**src/hdl/snil_pkg.sv**
```systemverilog
package snil_pkg;

  localparam logic [6:0]  POS_LIMIT    = 7'd106;
  localparam logic [6:0]  SAMPLE_LIMIT = 7'd100;
  localparam logic [7:0]  TICK_LIMIT   = 8'd200;
  localparam logic [9:0]  DUTY_MAX     = 10'd1023;

  typedef enum logic {
    OP_TICK    = 1'b0,
    OP_RESTART = 1'b1
  } op_t;

  typedef enum logic [2:0] {
    REG_INITIAL_DUTY   = 3'd0,
    REG_SAMPLE_TARGET  = 3'd1,
    REG_PRESET_NOISE   = 3'd2,
    REG_DUTY_STEP      = 3'd3,
    REG_DUTY_CEILING   = 3'd4,
    REG_TICKS_PER_STEP = 3'd5,
    REG_BENCH_ENABLE   = 3'd6,
    REG_BENCH_DUTY     = 3'd7
  } reg_index_t;

  typedef struct packed {
    logic [9:0]  initial_duty;
    logic [6:0]  noise_sample_target;
    logic [7:0]  preset_noise;
    logic [9:0]  duty_step;
    logic [9:0]  duty_ceiling;
    logic [7:0]  ticks_per_step;
    logic        my_enable;
    logic [15:0] my_duty;
  } cfg_t;

  typedef struct packed {
    op_t         opcode;
    logic        servo_enable;
    logic [15:0] cam_position;
    logic [15:0] pid_duty;
  } item_t;

  typedef struct packed {
    logic [9:0]  duty_out;
    logic        learning_done;
    logic        noise_ready;
    logic        integral_ready;
    logic [6:0]  noise_level;
    logic [15:0] integral_seed;
    logic [15:0] integral_snapshot;
    logic [9:0]  learning_duty;
  } result_t;

endpackage

```
**src/hdl/servo_noise_and_integral_learning.sv**
```systemverilog
// channel  handshake            fields                                          direction
// -------  -------------------  ----------------------------------------------  ----------
// in       in_valid/in_ready    opcode, servo_enable, cam_position, pid_duty    to block
// out      out_valid/out_ready  duty_out, flags, noise, seed, snapshot, duty    from block
// cfg      cfg_valid/cfg_ready  cfg_index, cfg_data                             to block
//
// one item per cycle unless a result stalls on out_ready
// items pass the input register, then the one-register learning state loop in snil_learn
// the input register and the result register each hold while a result waits on out_ready
// rst (synchronous) clears the learning state and the stage valids and resets cfg
// cfg_ready is always high
module servo_noise_and_integral_learning (
  input  logic        clk,
  input  logic        rst,
  input  logic        in_valid,
  output logic        in_ready,
  input  logic        opcode,
  input  logic        servo_enable,
  input  logic [15:0] cam_position,
  input  logic [15:0] pid_duty,
  output logic        out_valid,
  input  logic        out_ready,
  output logic [9:0]  duty_out,
  output logic        learning_done,
  output logic        noise_ready,
  output logic        integral_ready,
  output logic [6:0]  noise_level,
  output logic [15:0] integral_seed,
  output logic [15:0] integral_snapshot,
  output logic [9:0]  learning_duty,
  input  logic        cfg_valid,
  output logic        cfg_ready,
  input  logic [2:0]  cfg_index,
  input  logic [15:0] cfg_data
);

  snil_pkg::cfg_t    cfg;
  snil_pkg::item_t   item;
  snil_pkg::result_t result;
  logic              item_valid;
  logic              advance;
  logic              step;

  assign cfg_ready = 1'b1;
  assign advance   = !out_valid || out_ready;
  assign step      = item_valid && advance;
  assign in_ready  = !item_valid || advance;

  always_ff @(posedge clk) begin
    if (rst) begin
      cfg.initial_duty        <= '0;
      cfg.noise_sample_target <= '0;
      cfg.preset_noise        <= '0;
      cfg.duty_step           <= '0;
      cfg.duty_ceiling        <= snil_pkg::DUTY_MAX;
      cfg.ticks_per_step      <= '0;
      cfg.my_enable        <= 1'b0;
      cfg.my_duty          <= '0;
    end else if (cfg_valid) begin
      unique case (snil_pkg::reg_index_t'(cfg_index))
        snil_pkg::REG_INITIAL_DUTY:   cfg.initial_duty        <= cfg_data[9:0];
        snil_pkg::REG_SAMPLE_TARGET:  cfg.noise_sample_target <= cfg_data[6:0];
        snil_pkg::REG_PRESET_NOISE:   cfg.preset_noise        <= cfg_data[7:0];
        snil_pkg::REG_DUTY_STEP:      cfg.duty_step           <= cfg_data[9:0];
        snil_pkg::REG_DUTY_CEILING:   cfg.duty_ceiling        <= cfg_data[9:0];
        snil_pkg::REG_TICKS_PER_STEP: cfg.ticks_per_step      <= cfg_data[7:0];
        snil_pkg::REG_BENCH_ENABLE:   cfg.my_enable        <= cfg_data[0];
        snil_pkg::REG_BENCH_DUTY:     cfg.my_duty          <= cfg_data;
        default: ;
      endcase
    end
  end

  always_ff @(posedge clk) begin
    if (rst) begin
      item_valid <= 1'b0;
    end else if (in_valid && in_ready) begin
      item_valid <= 1'b1;
    end else if (step) begin
      item_valid <= 1'b0;
    end
  end

  always_ff @(posedge clk) begin
    if (in_valid && in_ready) begin
      item.opcode       <= snil_pkg::op_t'(opcode);
      item.servo_enable <= servo_enable;
      item.cam_position <= cam_position;
      item.pid_duty     <= pid_duty;
    end
  end

  always_ff @(posedge clk) begin
    if (rst) begin
      out_valid <= 1'b0;
    end else if (step) begin
      out_valid <= 1'b1;
    end else if (out_ready) begin
      out_valid <= 1'b0;
    end
  end

  snil_learn u_learn (
    .clk    (clk),
    .rst    (rst),
    .step   (step),
    .item   (item),
    .cfg    (cfg),
    .result (result)
  );

  assign duty_out          = result.duty_out;
  assign learning_done     = result.learning_done;
  assign noise_ready       = result.noise_ready;
  assign integral_ready    = result.integral_ready;
  assign noise_level       = result.noise_level;
  assign integral_seed     = result.integral_seed;
  assign integral_snapshot = result.integral_snapshot;
  assign learning_duty     = result.learning_duty;

  a_no_overwrite: assert property (@(posedge clk) disable iff (rst)
    out_valid && !out_ready |-> !step)
    else $error("result overwritten while stalled");

  a_result_follows: assert property (@(posedge clk) disable iff (rst)
    step |=> out_valid)
    else $error("processed item produced no result");

  a_input_held: assert property (@(posedge clk) disable iff (rst)
    item_valid && !advance |=> item_valid && $stable(item))
    else $error("stalled item lost");

endmodule

```
**src/hdl/snil_learn.sv**
```systemverilog
module snil_learn (
  input  logic             clk,
  input  logic             rst,
  input  logic             step,
  input  snil_pkg::item_t  item,
  input  snil_pkg::cfg_t   cfg,
  output snil_pkg::result_t result
);

  logic [9:0]  ramp_duty, ramp_duty_next;
  logic [7:0]  tick_counter, tick_counter_next;
  logic [6:0]  low_peak, low_peak_next;
  logic [6:0]  high_peak, high_peak_next;
  logic [6:0]  sample_counter, sample_counter_next;
  logic        noise_flag, noise_flag_next;
  logic        seed_flag, seed_flag_next;
  logic [6:0]  noise_value, noise_value_next;
  logic [15:0] seed_value, seed_value_next;
  logic [15:0] seed_snapshot, seed_snapshot_next;
  logic [9:0]  applied_duty, applied_duty_next;
  logic        done_flag, done_flag_next;

  logic [6:0]  pos_clamped;
  logic [6:0]  preset_clamped;
  logic        detect;
  logic [9:0]  backed;
  logic [10:0] ramp_sum;
  logic [15:0] duty_pick;

  always_comb begin
    ramp_duty_next      = ramp_duty;
    tick_counter_next   = tick_counter;
    low_peak_next       = low_peak;
    high_peak_next      = high_peak;
    sample_counter_next = sample_counter;
    noise_flag_next     = noise_flag;
    seed_flag_next      = seed_flag;
    noise_value_next    = noise_value;
    seed_value_next     = seed_value;
    seed_snapshot_next  = seed_snapshot;
    applied_duty_next   = applied_duty;
    done_flag_next      = done_flag;

    pos_clamped    = (item.cam_position > {9'd0, snil_pkg::POS_LIMIT}) ?
                     snil_pkg::POS_LIMIT : item.cam_position[6:0];
    preset_clamped = (cfg.preset_noise > {1'b0, snil_pkg::POS_LIMIT}) ?
                     snil_pkg::POS_LIMIT : cfg.preset_noise[6:0];
    detect   = 1'b0;
    backed   = '0;
    ramp_sum = '0;
    duty_pick = '0;

    if (item.opcode == snil_pkg::OP_RESTART) begin
      ramp_duty_next      = cfg.initial_duty;
      tick_counter_next   = '0;
      low_peak_next       = '0;
      high_peak_next      = '0;
      sample_counter_next = '0;
      noise_flag_next     = 1'b0;
      seed_flag_next      = 1'b0;
      seed_value_next     = '0;
    end else begin
      if (item.servo_enable) begin
        // noise tracking
        if (!noise_flag) begin
          if (sample_counter == '0) begin
            high_peak_next = pos_clamped;
            low_peak_next  = pos_clamped;
          end else begin
            if (item.cam_position > {9'd0, high_peak}) begin
              high_peak_next = pos_clamped;
            end
            low_peak_next = (pos_clamped < low_peak) ? pos_clamped : low_peak;
          end
          sample_counter_next = (sample_counter >= snil_pkg::SAMPLE_LIMIT) ?
                                snil_pkg::SAMPLE_LIMIT : sample_counter + 7'd1;
          if (sample_counter_next >= cfg.noise_sample_target) begin
            if (cfg.noise_sample_target == '0) begin
              noise_value_next = preset_clamped;
            end else if (high_peak_next >= low_peak_next) begin
              noise_value_next = high_peak_next - low_peak_next;
            end else begin
              noise_value_next = '0;
            end
            noise_flag_next = 1'b1;
          end
        end
        // duty ramp
        if (noise_flag_next && !seed_flag) begin
          detect = ({8'd0, noise_value_next, 1'b0} < item.cam_position) ||
                   (ramp_duty > cfg.duty_ceiling);
          if (detect) begin
            backed             = (ramp_duty > cfg.duty_step) ? ramp_duty - cfg.duty_step : '0;
            seed_flag_next     = 1'b1;
            seed_value_next    = {backed, 6'd0};
            seed_snapshot_next = {backed, 6'd0};
            ramp_duty_next     = backed;
          end else begin
            seed_flag_next     = 1'b0;
            seed_snapshot_next = seed_value;
            if (tick_counter < cfg.ticks_per_step) begin
              tick_counter_next = (tick_counter >= snil_pkg::TICK_LIMIT) ?
                                  snil_pkg::TICK_LIMIT : tick_counter + 8'd1;
            end else begin
              ramp_sum          = {1'b0, ramp_duty} + {1'b0, cfg.duty_step};
              ramp_duty_next    = ramp_sum[10] ? snil_pkg::DUTY_MAX : ramp_sum[9:0];
              tick_counter_next = '0;
            end
          end
        end
      end
      done_flag_next = noise_flag_next && seed_flag_next;
      if (item.servo_enable) begin
        if (cfg.my_enable) begin
          duty_pick = cfg.my_duty;
        end else if (seed_flag_next) begin
          duty_pick = item.pid_duty;
        end else begin
          duty_pick = {6'd0, ramp_duty_next};
        end
        applied_duty_next = (duty_pick[15:10] != '0) ? snil_pkg::DUTY_MAX : duty_pick[9:0];
      end
    end
  end

  always_ff @(posedge clk) begin
    if (rst) begin
      ramp_duty      <= '0;
      tick_counter   <= '0;
      low_peak       <= '0;
      high_peak      <= '0;
      sample_counter <= '0;
      noise_flag     <= 1'b0;
      seed_flag      <= 1'b0;
      noise_value    <= '0;
      seed_value     <= '0;
      seed_snapshot  <= '0;
      applied_duty   <= '0;
      done_flag      <= 1'b0;
    end else if (step) begin
      ramp_duty      <= ramp_duty_next;
      tick_counter   <= tick_counter_next;
      low_peak       <= low_peak_next;
      high_peak      <= high_peak_next;
      sample_counter <= sample_counter_next;
      noise_flag     <= noise_flag_next;
      seed_flag      <= seed_flag_next;
      noise_value    <= noise_value_next;
      seed_value     <= seed_value_next;
      seed_snapshot  <= seed_snapshot_next;
      applied_duty   <= applied_duty_next;
      done_flag      <= done_flag_next;
    end
  end

  assign result.duty_out          = applied_duty;
  assign result.learning_done     = done_flag;
  assign result.noise_ready       = noise_flag;
  assign result.integral_ready    = seed_flag;
  assign result.noise_level       = noise_value;
  assign result.integral_seed     = seed_value;
  assign result.integral_snapshot = seed_snapshot;
  assign result.learning_duty     = ramp_duty;

  a_noise_range: assert property (@(posedge clk) disable iff (rst)
    noise_value <= snil_pkg::POS_LIMIT)
    else $error("noise level above limit");

  a_seed_aligned: assert property (@(posedge clk) disable iff (rst)
    seed_value[5:0] == 6'd0)
    else $error("seed not a multiple of 64");

  a_tick_range: assert property (@(posedge clk) disable iff (rst)
    tick_counter <= snil_pkg::TICK_LIMIT)
    else $error("tick counter above limit");

  a_sample_range: assert property (@(posedge clk) disable iff (rst)
    sample_counter <= snil_pkg::SAMPLE_LIMIT && low_peak <= snil_pkg::POS_LIMIT &&
    high_peak <= snil_pkg::POS_LIMIT)
    else $error("noise tracking out of range");

  a_hold: assert property (@(posedge clk) disable iff (rst)
    !step |=> $stable(ramp_duty) && $stable(seed_flag) && $stable(applied_duty))
    else $error("state moved without an item");

endmodule
```
**config.mk**
```make
export PLATFORM = sky130hd
export DESIGN_NAME = servo_noise_and_integral_learning
export DESIGN_NICKNAME = d
export VERILOG_FILES = /design/src/hdl/snil_pkg.sv /design/src/hdl/servo_noise_and_integral_learning.sv /design/src/hdl/snil_learn.sv
export SDC_FILE = /design/constraint.sdc
export NUM_CORES = 1
export LEC_CHECK = 0
export BUFFER_PORTS_ARGS = -buffer_cell sky130_fd_sc_hd__buf_2
export CAP_MARGIN = 20
export CORE_MARGIN = 2
export CORE_UTILIZATION = 62
export DETAILED_ROUTE_END_ITERATION = 10
export PLACE_DENSITY_LB_ADDON = 0.15
export SYNTH_ARGS = -nofsm -noshare
export SYNTH_HDL_FRONTEND = slang
export SYNTH_SLANG_ARGS = --single-unit
```
**constraint.sdc**
```tcl
create_clock -name clk -period 11.58 [get_ports clk]
set_input_delay 0.579 -clock clk [delete_from_list [all_inputs] [get_ports clk]]
set_output_delay 0.579 -clock clk [all_outputs]
set_load 0.02 [all_outputs]
```
==> qor.txt <==
Delay-heaviest family, CP -> compound AO/OA/AOI/OAI gates
Hold Violations, Final -> 0
Overall Global Routing Usage -> 32.1%
I/O pin cnt -> 123
Post-synthesis mux area share -> 2.15%
Peak supply drop -> 0.000102 V
Count leader, synth -> nand2_1
Final nets -> 1473
Adder-cell share of the synthesized area -> 9.31%
# rows -> 47
Top cells by area, synth -> dfxtp_1 31%, edfxtp_1 9.6%, ha_1 8.7%
Yosys top cell area share -> 30.8%
Initial Util -> 63.7%
Core box area -> 0.0166 mm2
CTS sink cnt -> 197
WL per Instance -> 18.3 um
Cell area power density -> 128 mW/mm2
Port-buffer cells -> 121
Most frequent cells after synthesis -> 170 x nand2_1, 163 x dfxtp_1, 132 x a21oi_1
Total power -> 1.52 mW
Worst-margin pin slew -> 0.939 ns
FFs w/ async S/R, synth -> 0%
Fin crit share -> 69.0%
Syn nets -> 1382
Post-synthesis simple-gate area fraction -> 20.1%
Total Wirelength -> 28700 um
Slew Limit Fails -> 0
Antenna diode count -> 0
Worst-skew pair later-pin latency -> 0.44 ns
Part of the Yosys area used for sequential elements -> 40.4%
Min Clock Period, post-route -> 7.99 ns
Reg-to-reg setup timing slack -> 3.59 ns
Starting DRT DRC Count -> 849
Fmax achieved -> 0.125 GHz
Maximum fanout along the worst path -> 19
Synth cell types -> 80
Crit path to -> u_learn.applied_duty[3]
Largest family of logic cells by synthesized area -> compound AO/OA/AOI/OAI gates
Startpoint types -> flop
Via/cell ratio -> 6.19
CTS Buffer Depth -> 2
Synth Instances -> 1247
Levels on crit path -> 30
Die ar. -> 0.0182 mm2
DRT antenna net count -> 0
Largest net degree at the start of global routing -> 86
CTS tree -> done
CP max stage delay -> 0.71 ns
Hold_buf cts -> 0
Synth Area in XOR/XNOR -> 1.32%
Root Buffer -> clkbuf_16
Setup_tns -> 0 ns
R2R depth -> 30
Ys flop type -> dfxtp_1
Via count -> 9717
H-Tree Level Count -> 4
Leak Pwr -> 4.82 nW
Critical Setup Path Class -> reg2reg
Final setup violating endpoints -> 0
Worst hold path class -> in2reg
Total CTS buffers -> 17
GP Congestion -> 0.930
Post-Syn Area -> 0.0106 mm2
TritonRoute pass-1 iters -> 5
Worst Skew -> 0.0113 ns
Min-Delay Path Depth -> 1
Post-cts resize count -> 0
Slowest cell on crit path -> a221o_1
First-pass GRT wire length -> 45900 um
Mapped Avg Cell Area -> 8.50 um2
Vias in the first global route -> 8973
Post-CTS setup buffer count -> 0
CP Launch Point -> item[27]
Die Y -> 135 um
Fill count -> 1312
Critical Path RT -> 11.88 ns
Ys Warns -> 0
Worst flop-to-flop path endpoint -> u_learn.applied_duty[3]
DR DRC count -> 0
Worst rel slew slack -> 37.4%
Post-synth EDFFs -> 34
Yosys top cell by area -> dfxtp_1
Status -> completed
Hpwl dp -> 20700 um
Complex-gate fraction of the synthesized area -> 21.4%
Util after Layout -> 71.4%
CP Buf/Inv Count -> 1
GRT overflow -> 0
Maxcap violations -> 0
Die X -> 135 um
Clock Pin Slew Worst Setup and Hold Paths -> 0.08 ns
Area grow syn2layout -> 12.1%
RSZ-0062 raised after global routing -> no
Initial antenna violation count -> 0
Arr. time, crit path -> 8.30 ns
Seq cells post-synth -> 197
FF-to-FF Start -> item[27]
Fraction of layout cells with a size suffix above 1 -> 14.3%
Setup crit end kind -> flop
[layout by cell type (no fill, tap or decap), types with 19 or more instances in the layout]
cell	n
edfxtp_1	34
buf_2	120
nor2_1	106
a21oi_1	132
nand2_1	170
nor3_1	45
nand3_1	27
dfxtp_1	163
a22oi_1	19
ha_1	74
o21ai_0	54
inv_1	73
[area by class of cell]
| class | count | area [um2] | area share (%) |
|---|---|---|---|
| multi-input cells | 917 | 5770 | 48.5 |
| well taps | 220 | 275 | 2.32 |
| flip-flops and latches | 197 | 4280 | 36.1 |
| clock buffers | 18 | 429 | 3.61 |
| inverters | 73 | 274 | 2.31 |
| clock inverters | 14 | 148 | 1.24 |
| repair buffers | 132 | 703 | 5.92 |
[cell families (layout without fill, tap and decap cells)]
logic type | count (synthesis) | after routing
buffers and inverters | 133 | 237
other | 1 | 1
AOI/OAI and AO/OA | 348 | 348
and+or+nand+nor | 453 | 453
DFF | 197 | 197
muxes | 22 | 22
xor gates and xnor gates | 16 | 16
adders and majority gates | 77 | 77
[per-layer routing]
metal | GRT usage (%) | part of all wire [%] | vias up
met4 | 9.18 | 2.1 | 0
met3 | 7.58 | 9.0 | 59
met5 | 0 | 0 | -
li1 | - | - | 4647
met1 | 45.4 | 44 | 4566
met2 | 49.2 | 45 | 445
[state kept, by name, summed over array words and instances, names as in the netlist, 7 cells and up]
| signal | count |
|---|---|
| cfg | 70 |
| u_learn.seed_value | 16 |
| u_learn.seed_snapshot | 16 |
| item | 34 |
| u_learn.applied_duty | 10 |
| u_learn.tick_counter | 8 |
| u_learn.low_peak | 7 |
| u_learn.ramp_duty | 10 |
| u_learn.sample_counter | 7 |
| u_learn.high_peak | 7 |
| u_learn.noise_value | 7 |
[metrics by stage]
| stage | area [um2] | worst slack, ns | hold slack [ns] | instances |
|---|---|---|---|---|
| 6_report | 11900 | 3.59 | 0.306 | 1571 |
| 5_1_grt | 11900 | 2.89 | 0.294 | 1571 |
| 4_1_cts | 11800 | 3.69 | 0.299 | 1568 |
| 3_5_place_dp | 11300 | 3.85 | 0.442 | 1536 |
| 3_3_place_gp | 11300 | 4.07 | 0.439 | 1536 |
| 2_1_floorplan | 10600 | 5.27 | 0.432 | 1247 |
[worst reg2reg max path: cells and delay by family, from the launching register on]
family,cells,cell delay (ns)
AND/OR/NAND/NOR,8,1.60
adder cells (fa/ha/maj),3,0.95
AO/OA/AOI/OAI,18,4.86
flip-flops,1,0.38
buffers and inverters,1,0.08
[worst min-delay path by stage]
stage | slack [ns] | start | endpoint
after floorplan | 0.43 | cfg[17] | cfg[17]
after global placement | 0.44 | cfg[17] | cfg[17]
after detailed placement | 0.44 | cfg[17] | cfg[17]
after CTS | 0.30 | pid_duty[4] | item[4]
after global routing | 0.29 | cam_position[9] | item[25]
final | 0.31 | pid_duty[10] | item[10]
[power by group]
group	leakage [nW]	internal, mW	switching [mW]
logic	2.88	0.0704	0.132
clock network	0.283	0.290	0.295
registers	1.65	0.716	0.0170
(Power assumes the default switching activity.)
